--- src/rtl/cpdq_pkg.sv ---
// shared types, codes and defaults for the checksummed packet deframer queue
// no dependencies

package cpdq_pkg;

   // default sizes
   localparam int QUEUE_SLOTS_DEF      = 8;
   localparam int MAX_PACKET_BYTES_DEF = 32;

   // depth of the command queue between front and back
   localparam int CMD_FIFO_DEPTH = 4;

   // register file
   localparam int CSR_IDX_W  = 1;
   localparam int CSR_DATA_W = 8;
   localparam logic [CSR_IDX_W-1:0] CSR_HEADER_FIRST  = 1'b0;
   localparam logic [CSR_IDX_W-1:0] CSR_HEADER_SECOND = 1'b1;
   localparam logic [7:0] HEADER_FIRST_RST  = 8'h01;
   localparam logic [7:0] HEADER_SECOND_RST = 8'h02;

   // request opcodes
   localparam logic [1:0] OP_RX      = 2'd0;
   localparam logic [1:0] OP_TIMEOUT = 2'd1;
   localparam logic [1:0] OP_POP     = 2'd2;

   // classified commands
   localparam logic [1:0] CMD_NOP  = 2'd0;
   localparam logic [1:0] CMD_RX   = 2'd1;
   localparam logic [1:0] CMD_TMO  = 2'd2;
   localparam logic [1:0] CMD_POP  = 2'd3;

   // result events
   localparam logic [2:0] EV_NONE   = 3'd0;
   localparam logic [2:0] EV_ACCEPT = 3'd1;
   localparam logic [2:0] EV_BADSUM = 3'd2;
   localparam logic [2:0] EV_TRUNC  = 3'd3;
   localparam logic [2:0] EV_LONG   = 3'd4;
   localparam logic [2:0] EV_FULL   = 3'd5;
   localparam logic [2:0] EV_BYTE   = 3'd6;
   localparam logic [2:0] EV_EMPTY  = 3'd7;

   // framer phases
   localparam logic [1:0] PH_HUNT    = 2'd0;
   localparam logic [1:0] PH_LEN     = 2'd1;
   localparam logic [1:0] PH_STORE   = 2'd2;
   localparam logic [1:0] PH_DISCARD = 2'd3;

   localparam int QUEUED_W = 4;

   typedef struct packed {
      logic [1:0] opcode;
      logic [7:0] rx_byte;
   } req_type;

   typedef struct packed {
      logic [2:0]          event_res;
      logic [7:0]          pkt_length;
      logic [7:0]          data_byte;
      logic                last;
      logic                ready_res;
      logic [QUEUED_W-1:0] queued;
   } rsp_type;

   typedef struct packed {
      logic [1:0] kind;
      logic [7:0] data;
   } cmd_type;

endpackage

--- src/rtl/cpdq_front.sv ---
// front end: takes requests, classifies them and queues the commands
// depends on cpdq_pkg

module cpdq_front (
   input  logic              clock,
   input  logic              reset,
   input  logic              req_valid,
   output logic              req_stall,
   input  cpdq_pkg::req_type req_payload,
   output logic              cmd_valid,
   input  logic              cmd_take,
   output cpdq_pkg::cmd_type cmd
);
   import cpdq_pkg::*;

   localparam int PTR_W = $clog2(CMD_FIFO_DEPTH);
   localparam int CNT_W = $clog2(CMD_FIFO_DEPTH + 1);

   cmd_type           fifo_ff [CMD_FIFO_DEPTH];
   logic [PTR_W-1:0]  wr_ptr_ff, wr_ptr_in;
   logic [PTR_W-1:0]  rd_ptr_ff, rd_ptr_in;
   logic [CNT_W-1:0]  count_ff, count_in;
   cmd_type           cls;
   logic              push, pop;

   // classify the request
   always_comb begin
      cls.data = req_payload.rx_byte;
      case (req_payload.opcode)
         OP_RX:      cls.kind = CMD_RX;
         OP_TIMEOUT: cls.kind = CMD_TMO;
         OP_POP:     cls.kind = CMD_POP;
         default:    cls.kind = CMD_NOP;
      endcase
   end

   assign req_stall = (count_ff == CNT_W'(CMD_FIFO_DEPTH));
   assign push      = req_valid && !req_stall;
   assign cmd_valid = (count_ff != '0);
   assign pop       = cmd_take && cmd_valid;
   assign cmd       = fifo_ff[rd_ptr_ff];

   always_comb begin
      wr_ptr_in = wr_ptr_ff;
      rd_ptr_in = rd_ptr_ff;
      count_in  = count_ff;
      if (push) begin
         wr_ptr_in = (wr_ptr_ff == PTR_W'(CMD_FIFO_DEPTH - 1)) ? '0 : wr_ptr_ff + 1'b1;
      end
      if (pop) begin
         rd_ptr_in = (rd_ptr_ff == PTR_W'(CMD_FIFO_DEPTH - 1)) ? '0 : rd_ptr_ff + 1'b1;
      end
      if (push && !pop) begin
         count_in = count_ff + 1'b1;
      end else if (pop && !push) begin
         count_in = count_ff - 1'b1;
      end
   end

   always_ff @(posedge clock) begin
      if (reset) begin
         wr_ptr_ff <= '0;
         rd_ptr_ff <= '0;
         count_ff  <= '0;
      end else begin
         wr_ptr_ff <= wr_ptr_in;
         rd_ptr_ff <= rd_ptr_in;
         count_ff  <= count_in;
      end
   end

   always_ff @(posedge clock) begin
      if (push) begin
         fifo_ff[wr_ptr_ff] <= cls;
      end
   end

endmodule

--- src/rtl/cpdq_back.sv ---
// back end: framer, packet ring, pop streaming and result registers
// depends on cpdq_pkg

module cpdq_back #(
   parameter int QUEUE_SLOTS      = cpdq_pkg::QUEUE_SLOTS_DEF,
   parameter int MAX_PACKET_BYTES = cpdq_pkg::MAX_PACKET_BYTES_DEF
) (
   input  logic              clock,
   input  logic              reset,
   input  logic [7:0]        header_first,
   input  logic [7:0]        header_second,
   input  logic              cmd_valid,
   output logic              cmd_take,
   input  cpdq_pkg::cmd_type cmd,
   output logic              rsp_valid,
   input  logic              rsp_stall,
   output cpdq_pkg::rsp_type rsp_payload
);
   import cpdq_pkg::*;

   localparam int IDX_W   = $clog2(QUEUE_SLOTS);
   localparam int FILL_W  = $clog2(QUEUE_SLOTS + 1);
   localparam int LEN_W   = $clog2(MAX_PACKET_BYTES + 1);
   localparam int DEPTH   = QUEUE_SLOTS * MAX_PACKET_BYTES;
   localparam int ADDR_W  = $clog2(DEPTH);

   // packet memory and slot lengths
   logic [7:0]        pkt_mem_ff [DEPTH];
   logic [7:0]        rd_data_ff;
   logic [LEN_W-1:0]  slot_len_ff [QUEUE_SLOTS];

   // framer state
   logic [1:0]        phase_ff, phase_in;
   logic [7:0]        prev_ff, prev_in;
   logic [7:0]        last_ff, last_in;
   logic [LEN_W-1:0]  cnt_ff, cnt_in;
   logic [LEN_W-1:0]  exp_len_ff, exp_len_in;
   logic [7:0]        sum_ff, sum_in;
   logic [IDX_W-1:0]  head_ff, head_in;
   logic [IDX_W-1:0]  tail_ff, tail_in;
   logic [FILL_W-1:0] fill_ff, fill_in;

   // pop streaming
   logic              pop_busy_ff, pop_busy_in;
   logic [LEN_W-1:0]  pop_len_ff, pop_len_in;
   logic [LEN_W-1:0]  pop_cnt_ff, pop_cnt_in;
   logic [ADDR_W-1:0] pop_addr_ff, pop_addr_in;

   // result pipeline: s1 waits for memory data, then the output register
   logic              s1_valid_ff, s1_valid_in;
   rsp_type           s1_ff, s1_in;
   logic              s1_byte_ff, s1_byte_in;
   logic              rsp_valid_ff;
   rsp_type           rsp_ff, rsp_in;

   logic              adv;
   logic              mem_we;
   logic [ADDR_W-1:0] mem_wa;
   logic [ADDR_W-1:0] rd_addr;
   logic              slot_we;
   logic [LEN_W-1:0]  start_len;
   logic [ADDR_W-1:0] tail_base;
   logic [ADDR_W-1:0] head_base;

   assign adv       = !rsp_valid_ff || !rsp_stall;
   assign start_len = slot_len_ff[tail_ff];
   assign tail_base = ADDR_W'(tail_ff) * ADDR_W'(MAX_PACKET_BYTES);
   assign head_base = ADDR_W'(head_ff) * ADDR_W'(MAX_PACKET_BYTES);
   assign mem_wa    = head_base + ADDR_W'(cnt_ff);

   always_comb begin
      phase_in    = phase_ff;
      prev_in     = prev_ff;
      last_in     = last_ff;
      cnt_in      = cnt_ff;
      exp_len_in  = exp_len_ff;
      sum_in      = sum_ff;
      head_in     = head_ff;
      tail_in     = tail_ff;
      fill_in     = fill_ff;
      pop_busy_in = pop_busy_ff;
      pop_len_in  = pop_len_ff;
      pop_cnt_in  = pop_cnt_ff;
      pop_addr_in = pop_addr_ff;
      s1_valid_in = 1'b0;
      s1_byte_in  = 1'b0;
      s1_in       = '0;
      s1_in.event_res = EV_NONE;
      s1_in.last  = 1'b1;
      rd_addr     = pop_addr_ff;
      mem_we      = 1'b0;
      slot_we     = 1'b0;
      cmd_take    = 1'b0;

      if (adv) begin
         if (pop_busy_ff) begin
            // stream the rest of the popped packet
            s1_valid_in       = 1'b1;
            s1_byte_in        = 1'b1;
            s1_in.event_res   = EV_BYTE;
            s1_in.pkt_length  = 8'(pop_len_ff);
            s1_in.last        = (({1'b0, pop_cnt_ff} + 1'b1) == {1'b0, pop_len_ff});
            rd_addr           = pop_addr_ff;
            pop_addr_in       = pop_addr_ff + 1'b1;
            pop_cnt_in        = pop_cnt_ff + 1'b1;
            if (s1_in.last) begin
               pop_busy_in = 1'b0;
            end
         end else if (cmd_valid) begin
            cmd_take    = 1'b1;
            s1_valid_in = 1'b1;
            case (cmd.kind)
               CMD_RX: begin
                  if (phase_ff == PH_HUNT) begin
                     prev_in = last_ff;
                     last_in = cmd.data;
                     if (cnt_ff < LEN_W'(2)) begin
                        cnt_in = cnt_ff + 1'b1;
                     end
                     if (cnt_ff >= LEN_W'(1) && last_ff == header_first &&
                         cmd.data == header_second) begin
                        phase_in = PH_LEN;
                        cnt_in   = '0;
                     end
                  end else if (phase_ff == PH_LEN) begin
                     if (cmd.data == 8'd0) begin
                        s1_in.event_res = EV_BADSUM;
                        phase_in = PH_HUNT;
                        cnt_in   = '0;
                        sum_in   = '0;
                        prev_in  = '0;
                        last_in  = '0;
                     end else if (cmd.data > 8'(MAX_PACKET_BYTES)) begin
                        s1_in.event_res  = EV_LONG;
                        s1_in.pkt_length = cmd.data;
                        phase_in = PH_HUNT;
                        cnt_in   = '0;
                        sum_in   = '0;
                        prev_in  = '0;
                        last_in  = '0;
                     end else begin
                        exp_len_in = LEN_W'(cmd.data);
                        cnt_in     = '0;
                        sum_in     = '0;
                        phase_in   = (fill_ff < FILL_W'(QUEUE_SLOTS)) ? PH_STORE : PH_DISCARD;
                     end
                  end else begin
                     // collecting; in the store phase the bytes land in the head slot
                     mem_we = (phase_ff == PH_STORE);
                     if (({1'b0, cnt_ff} + 1'b1) < {1'b0, exp_len_ff}) begin
                        sum_in = sum_ff + cmd.data;
                        cnt_in = cnt_ff + 1'b1;
                     end else begin
                        s1_in.pkt_length = 8'(exp_len_ff);
                        if (sum_ff != cmd.data) begin
                           s1_in.event_res = EV_BADSUM;
                        end else if (phase_ff == PH_DISCARD ||
                                     fill_ff >= FILL_W'(QUEUE_SLOTS)) begin
                           s1_in.event_res = EV_FULL;
                        end else begin
                           s1_in.event_res = EV_ACCEPT;
                           slot_we = 1'b1;
                           head_in = (head_ff == IDX_W'(QUEUE_SLOTS - 1)) ? '0 :
                                     head_ff + 1'b1;
                           fill_in = fill_ff + 1'b1;
                        end
                        phase_in = PH_HUNT;
                        cnt_in   = '0;
                        sum_in   = '0;
                        prev_in  = '0;
                        last_in  = '0;
                     end
                  end
               end
               CMD_TMO: begin
                  if (phase_ff != PH_HUNT) begin
                     s1_in.event_res = EV_TRUNC;
                     if (phase_ff != PH_LEN) begin
                        s1_in.pkt_length = 8'(exp_len_ff);
                     end
                  end
                  phase_in = PH_HUNT;
                  cnt_in   = '0;
                  sum_in   = '0;
                  prev_in  = '0;
                  last_in  = '0;
               end
               CMD_POP: begin
                  if (fill_ff == '0) begin
                     s1_in.event_res = EV_EMPTY;
                  end else begin
                     s1_byte_in       = 1'b1;
                     s1_in.event_res  = EV_BYTE;
                     s1_in.pkt_length = 8'(start_len);
                     s1_in.last       = (start_len == LEN_W'(1));
                     rd_addr          = tail_base;
                     tail_in = (tail_ff == IDX_W'(QUEUE_SLOTS - 1)) ? '0 : tail_ff + 1'b1;
                     fill_in = fill_ff - 1'b1;
                     if (start_len != LEN_W'(1)) begin
                        pop_busy_in = 1'b1;
                        pop_len_in  = start_len;
                        pop_cnt_in  = LEN_W'(1);
                        pop_addr_in = tail_base + 1'b1;
                     end
                  end
               end
               default: begin
                  s1_in.event_res = EV_NONE;
               end
            endcase
         end
      end
      s1_in.queued    = QUEUED_W'(fill_in);
      s1_in.ready_res = (fill_in != '0);
   end

   // output payload: status from s1, byte from the memory read
   always_comb begin
      rsp_in           = s1_ff;
      rsp_in.data_byte = s1_byte_ff ? rd_data_ff : 8'd0;
   end

   always_ff @(posedge clock) begin
      if (reset) begin
         phase_ff     <= PH_HUNT;
         prev_ff      <= '0;
         last_ff      <= '0;
         cnt_ff       <= '0;
         exp_len_ff   <= '0;
         sum_ff       <= '0;
         head_ff      <= '0;
         tail_ff      <= '0;
         fill_ff      <= '0;
         pop_busy_ff  <= 1'b0;
         pop_len_ff   <= '0;
         pop_cnt_ff   <= '0;
         pop_addr_ff  <= '0;
         s1_valid_ff  <= 1'b0;
         rsp_valid_ff <= 1'b0;
      end else begin
         phase_ff     <= phase_in;
         prev_ff      <= prev_in;
         last_ff      <= last_in;
         cnt_ff       <= cnt_in;
         exp_len_ff   <= exp_len_in;
         sum_ff       <= sum_in;
         head_ff      <= head_in;
         tail_ff      <= tail_in;
         fill_ff      <= fill_in;
         pop_busy_ff  <= pop_busy_in;
         pop_len_ff   <= pop_len_in;
         pop_cnt_ff   <= pop_cnt_in;
         pop_addr_ff  <= pop_addr_in;
         if (adv) begin
            s1_valid_ff  <= s1_valid_in;
            rsp_valid_ff <= s1_valid_ff;
         end
      end
   end

   // result payload, no reset needed
   always_ff @(posedge clock) begin
      if (adv) begin
         s1_ff      <= s1_in;
         s1_byte_ff <= s1_byte_in;
         rsp_ff     <= rsp_in;
      end
   end

   // packet memory: one write port, one registered read port
   always_ff @(posedge clock) begin
      if (mem_we) begin
         pkt_mem_ff[mem_wa] <= cmd.data;
      end
      if (adv) begin
         rd_data_ff <= pkt_mem_ff[rd_addr];
      end
   end

   always_ff @(posedge clock) begin
      if (slot_we) begin
         slot_len_ff[head_ff] <= exp_len_ff;
      end
   end

   assign rsp_valid   = rsp_valid_ff;
   assign rsp_payload = rsp_ff;

endmodule

--- src/rtl/checksummed_packet_deframer_queue_unit.sv ---
// top level of the checksummed packet deframer with receive queue
// depends on cpdq_pkg, cpdq_front, cpdq_back

//  channel  | ports                              | moves
//  ---------+------------------------------------+-----------------------------------
//  request  | req_valid, req_stall, req_payload  | rx byte, timeout or pop request
//  result   | rsp_valid, rsp_stall, rsp_payload  | status or popped byte with last
//  csr      | csr_wr_en, csr_index, csr_wr_data  | header byte writes, no read-back
//
// an rx, timeout or empty pop request yields one back end result; a pop of a packet of
// length l streams l results, one per cycle while not stalled, paced by the single read
// port of the packet memory. results pass s1 and the output register once the back end
// takes a request. reset is synchronous and active high; it clears control state only,
// packet memory and slot lengths are left as they are. a stalled result holds the output
// register and the back end; requests keep filling a four-deep command queue until full

module checksummed_packet_deframer_queue_unit #(
   parameter int QUEUE_SLOTS      = cpdq_pkg::QUEUE_SLOTS_DEF,
   parameter int MAX_PACKET_BYTES = cpdq_pkg::MAX_PACKET_BYTES_DEF
) (
   input  logic                               clock,
   input  logic                               reset,
   input  logic                               req_valid,
   output logic                               req_stall,
   input  cpdq_pkg::req_type                  req_payload,
   output logic                               rsp_valid,
   input  logic                               rsp_stall,
   output cpdq_pkg::rsp_type                  rsp_payload,
   input  logic                               csr_wr_en,
   input  logic [cpdq_pkg::CSR_IDX_W-1:0]     csr_index,
   input  logic [cpdq_pkg::CSR_DATA_W-1:0]    csr_wr_data
);
   import cpdq_pkg::*;

   // header match registers
   logic [7:0] header_first_ff;
   logic [7:0] header_second_ff;

   // front to back command handoff
   logic       cmd_valid;
   logic       cmd_take;
   cmd_type    cmd;

   always_ff @(posedge clock) begin
      if (reset) begin
         header_first_ff  <= HEADER_FIRST_RST;
         header_second_ff <= HEADER_SECOND_RST;
      end else if (csr_wr_en) begin
         if (csr_index == CSR_HEADER_FIRST) begin
            header_first_ff <= csr_wr_data;
         end
         if (csr_index == CSR_HEADER_SECOND) begin
            header_second_ff <= csr_wr_data;
         end
      end
   end

   // accept and classify requests
   cpdq_front u_front (
      .clock       (clock),
      .reset       (reset),
      .req_valid   (req_valid),
      .req_stall   (req_stall),
      .req_payload (req_payload),
      .cmd_valid   (cmd_valid),
      .cmd_take    (cmd_take),
      .cmd         (cmd)
   );

   // framer, packet ring and pop streaming
   cpdq_back #(
      .QUEUE_SLOTS      (QUEUE_SLOTS),
      .MAX_PACKET_BYTES (MAX_PACKET_BYTES)
   ) u_back (
      .clock         (clock),
      .reset         (reset),
      .header_first  (header_first_ff),
      .header_second (header_second_ff),
      .cmd_valid     (cmd_valid),
      .cmd_take      (cmd_take),
      .cmd           (cmd),
      .rsp_valid     (rsp_valid),
      .rsp_stall     (rsp_stall),
      .rsp_payload   (rsp_payload)
   );

`ifndef SYNTH
   // anything but a popped byte closes its request
   a_status_last: assert property (@(posedge clock) disable iff (reset)
      rsp_valid && rsp_payload.event_res != EV_BYTE |-> rsp_payload.last)
      else $error("status result without last");

   // an empty pop reports an empty queue
   a_empty_queue: assert property (@(posedge clock) disable iff (reset)
      rsp_valid && rsp_payload.event_res == EV_EMPTY |->
         rsp_payload.queued == '0 && !rsp_payload.ready_res)
      else $error("empty result with packets queued");

   // a packet streams without gaps once its first byte is taken
   a_pop_stream: assert property (@(posedge clock) disable iff (reset)
      rsp_valid && !rsp_stall && rsp_payload.event_res == EV_BYTE && !rsp_payload.last
         |=> rsp_valid && rsp_payload.event_res == EV_BYTE)
      else $error("gap inside popped packet");
`endif

endmodule
--- config.mk ---
export PLATFORM = sky130hd
export DESIGN_NAME = checksummed_packet_deframer_queue_unit
export DESIGN_NICKNAME = d
export VERILOG_FILES = /design/src/rtl/cpdq_pkg.sv /design/src/rtl/cpdq_front.sv /design/src/rtl/cpdq_back.sv /design/src/rtl/checksummed_packet_deframer_queue_unit.sv
export SDC_FILE = /design/constraint.sdc
export NUM_CORES = 2
export LEC_CHECK = 0
export BUFFER_PORTS_ARGS = -buffer_cell sky130_fd_sc_hd__clkbuf_2
export CORE_MARGIN = 8
export CORE_UTILIZATION = 55
export CTS_CLUSTER_DIAMETER = 150
export CTS_CLUSTER_SIZE = 16
export DETAILED_ROUTE_END_ITERATION = 10
export HOLD_SLACK_MARGIN = 0.02
export PLACE_DENSITY = 0.72
export SYNTH_ARGS = -nofsm -noshare
export SYNTH_HDL_FRONTEND = slang
export SYNTH_SLANG_ARGS = --single-unit
--- constraint.sdc ---
create_clock -name clock -period 6.62 [get_ports clock]
set_clock_uncertainty 0.15 [all_clocks]
set_input_delay 0.331 -clock clock [delete_from_list [all_inputs] [get_ports clock]]
set_output_delay 0.331 -clock clock [all_outputs]
set_load 0.05 [all_outputs]
==> results.sh <==
export IMPL_cts_max_path_buffers=3
export IMPL_cp_required_ps=7010
export IMPL_leakagePower_nw=30.22
export IMPL_area_growth_pct=8.285
export IMPL_tns_ps=0
export IMPL_fmax_ghz=0.1733
export IMPL_p_comb_share_pct=12.4
export IMPL_cp_arrival_ps=6160
export IMPL_grt_max_degree=197
export IMPL_critPathSlowestCell="nor4b_1"
export IMPL_seq_area_frac_synth_pct=73.38
export IMPL_slew_violations=2
export IMPL_synthesis_nets=6169
export IMPL_max_stage_delay_ps=1170
export IMPL_pwr_share_clk_pct=29.5
export IMPL_postCtsSetupBuffers=0
export IMPL_cts_tree="yes"
export IMPL_setup_violations=0
export IMPL_dpl_cell_area_um2=94680
export IMPL_io_buffers=50
export IMPL_power_net_switching_w=0.008310
export IMPL_drive_above_1_share_pct=10.52
export IMPL_ir_drop_mv=0.4736
export IMPL_fin_nets=6134
export IMPL_violations="max-capacitance violations, max-slew violations"
export IMPL_synth_top_area_cell="edfxtp_1"
export IMPL_drc=0
export IMPL_swShare_pct=26.43
export IMPL_ys_warn_count=0
export IMPL_drt_iter0_drc=9408
export IMPL_cts_buffers=160
export IMPL_period_share_pct=87.17
export IMPL_ys_async_sr_fraction_pct=0
export IMPL_drt_wl_total_mm=265.4
export IMPL_pin_count=51
export IMPL_start_util_pct=55.19
export IMPL_dieArea_um2=180600
export IMPL_rsz0062_at_grt="false"
export IMPL_dieWidth_um=425.0
export IMPL_min_path_type="in -> reg"
export IMPL_synth_area_um2=91980
export IMPL_drt_vias_per_instance=6.791
export IMPL_htreeDepth=4
export IMPL_status="finished, violations left"
export IMPL_grt_overflow_total=0
export IMPL_syn_area_per_cell_um2=15.07
export IMPL_fillers=12251
export IMPL_routedWlPerCell_um=31.89
export IMPL_grt_first_pass_wirelength_mm=378.6
export IMPL_fin_crit_ps=5771
export IMPL_ctsResizeCount=0
export IMPL_synthCells=6103
export IMPL_cp_max_fo=43
export IMPL_synth_main_ff_cell="edfxtp_1"
export IMPL_cts_root_buf="clkbuf_16"
export IMPL_synth_ff_latch_count=2278
export IMPL_cap_violations=1
export IMPL_worst_setup_hold_path_clk_slew_ps=70
export IMPL_cpMostUsedCell="nand4_1"
export IMPL_max_slew_margin_pct=-2.923
export IMPL_finalHoldViolCount=0
export IMPL_synth_enable_flop_cells=2187
export IMPL_cts_sinks=2278
export IMPL_yosys_area_top_type_share_pct=71.40
export IMPL_grtUsageTotal_pct=28.53
export IMPL_yosysMostFrequentCell="edfxtp_1"
export IMPL_power_frac_seq_pct=58.0
export IMPL_grt_antenna_before_repair=15
export IMPL_final_area_um2=99610
export IMPL_gp_congestion=0.9486
export IMPL_ant_nets=0
export IMPL_cp_start_kind="flop"
export IMPL_powerDensity_nw_per_um2=315.6
export IMPL_dr_total_vias=56514
export IMPL_tightest_slew_ps=1530
export IMPL_core_um2=166700
export IMPL_p_int_w=0.02313
export IMPL_synthTopCellsByCount="edfxtp_1, nor2_1, nand2_1, mux2i_1, a21oi_1"
export IMPL_end_kind="flop"
export IMPL_crit_chain="mux4_2 > ha_1 > inv_1 > o41ai_4 > nor2_4 > buf_4 > o211ai_1 > nand4_1 > nor4b_1 > nand4_1"
export IMPL_ys_types=86
export IMPL_die_h_um=425.0
export IMPL_dp_hpwl_mm=157.1
export IMPL_synthTopCellsByArea="edfxtp_1, mux2i_1, nor2_1"
export IMPL_grt_pass1_vias=53568
export IMPL_clock_latency_ps=840
export IMPL_rows=150
export IMPL_first_pass_iters=7
export IMPL_path_class="reg -> reg"
## worst max-delay path, delay by kind of cell (launching register included)
family	cells	cell delay, ps
AO/OA/AOI/OAI	2	580
buffers and inverters	2	1390
adder cells (fa/ha/maj)	1	280
AND/OR/NAND/NOR	4	1960
multiplexers	1	440
flip-flops	1	630
## metal layers
| layer | vias to the layer above | share of wire (%) | global-route usage, % |
|---|---|---|---|
| li1 | 23608 | - | - |
| met2 | 4003 | 45 | 43.14 |
| met3 | 743 | 13 | 7.257 |
| met1 | 28154 | 37 | 38.76 |
| met5 | - | 0.015 | 0 |
| met4 | 6 | 5.8 | 14.25 |
## kinds of logic after synthesis
group / after synthesis / share of synthesized area, %
xor+xnor: 43 / 0.4176
mux: 589 / 7.533
simple gates: 1434 / 6.777
compound gates: 1269 / 9.245
buf+inv: 448 / 2.063
fa+ha+maj: 42 / 0.5876
flops: 2278 / 73.38
## layout by cell type, fill, tap and decap left out, drive strengths merged, types with 13 or more instances in the layout
| master | n |
|---|---|
| o21ai | 240 |
| buf | 126 |
| o311ai | 22 |
| a22oi | 38 |
| xnor2 | 22 |
| mux2i | 357 |
| nor2b | 25 |
| mux4 | 66 |
| nand2 | 464 |
| a22o | 20 |
| o221ai | 68 |
| nand2b | 30 |
| nor2 | 549 |
| dfxtp | 91 |
| a211oi | 75 |
| a32oi | 17 |
| a221oi | 19 |
| a311oi | 14 |
| o22ai | 133 |
| nor4 | 27 |
| a31oi | 85 |
| nor3 | 120 |
| nand4 | 27 |
| edfxtp | 2187 |
| o41ai | 13 |
| a21oi | 282 |
| o31ai | 26 |
| xor2 | 21 |
| inv | 41 |
| a2bb2oi | 24 |
| and2 | 37 |
| nand3 | 109 |
| ha | 40 |
| clkbuf | 240 |
| o211ai | 57 |
| dlygate4sd3 | 43 |
| o32ai | 19 |
| mux2 | 166 |
## layout make-up
cell class	count	area [um2]	area share [%]
Clock buffer	190	4138	4.154
Inverter	32	125.1	0.1256
Sequential cell	2278	67510	67.77
Multi-Input combinational cell	3377	22780	22.87
Antenna cell	7	17.52	0.01759
Tap cell	2204	2758	2.769
Timing Repair Buffer	219	1937	1.945
Clock inverter	15	340.3	0.3417
## final timing paths
check | from | end | slack, ps | depth (start not counted)
min reg2reg | u_back.rsp_in[5]$_DFFE_PN_ | u_back.rsp_payload[5]$_DFFE_PN_ | 280 | 0
max | flop | u_back.rd_data_ff[4]$_DFFE_PN_ | 850 | 10
min | req_payload[4] | u_front.fifo_ff[2][4]$_DFFE_PP_ | 120 | 2
max reg2reg | flop | u_back.rd_data_ff[4]$_DFFE_PN_ | 850 | 10
## what timing repair did
item,CTS,global route
hold buffers,43,0
hold endpoints to repair,99,0
setup endpoints to repair,0,0
## flip-flops by register name (all words and copies together) (netlist names), 8 cells and up, named ones only
signal and cells:
u_back.pkt_mem_ff 2048, u_back.slot_len_ff 48, u_front.fifo_ff 40, u_back.rsp_payload 25
u_back.rsp_in 17, header_first_ff 8, header_second_ff 8, u_back.last_ff 8
u_back.pop_addr_ff 8, u_back.rd_data_ff 8, u_back.sum_ff 8
## power groups by stage
stage	Combinational, W	Sequential, W	Clock (W)
floorplan	0.00179	0.0188	0
global placement	0.00371	0.0185	0
detailed placement	0.00386	0.0185	0
CTS	0.00388	0.0182	0.00933
global route	0.00408	0.0182	0.00979
finish	0.00391	0.0182	0.00928
## through the flow
step	power (W)	setup WS, ps	utilization (%)	cells	hold WS (ps)
final	0.03143	849.4	59.77	8322	123.9
after global routing	0.03213	946.1	59.76	8315	105.0
after CTS	0.03144	1212	59.76	8315	64.83
after detailed placement	0.02241	1211	56.81	8067	256.5
after global placement	0.02224	1227	56.81	8066	250.1
after floorplan	0.02059	1411	-	6103	250.3
No activity file was read; power rests on OpenSTA's default activity.
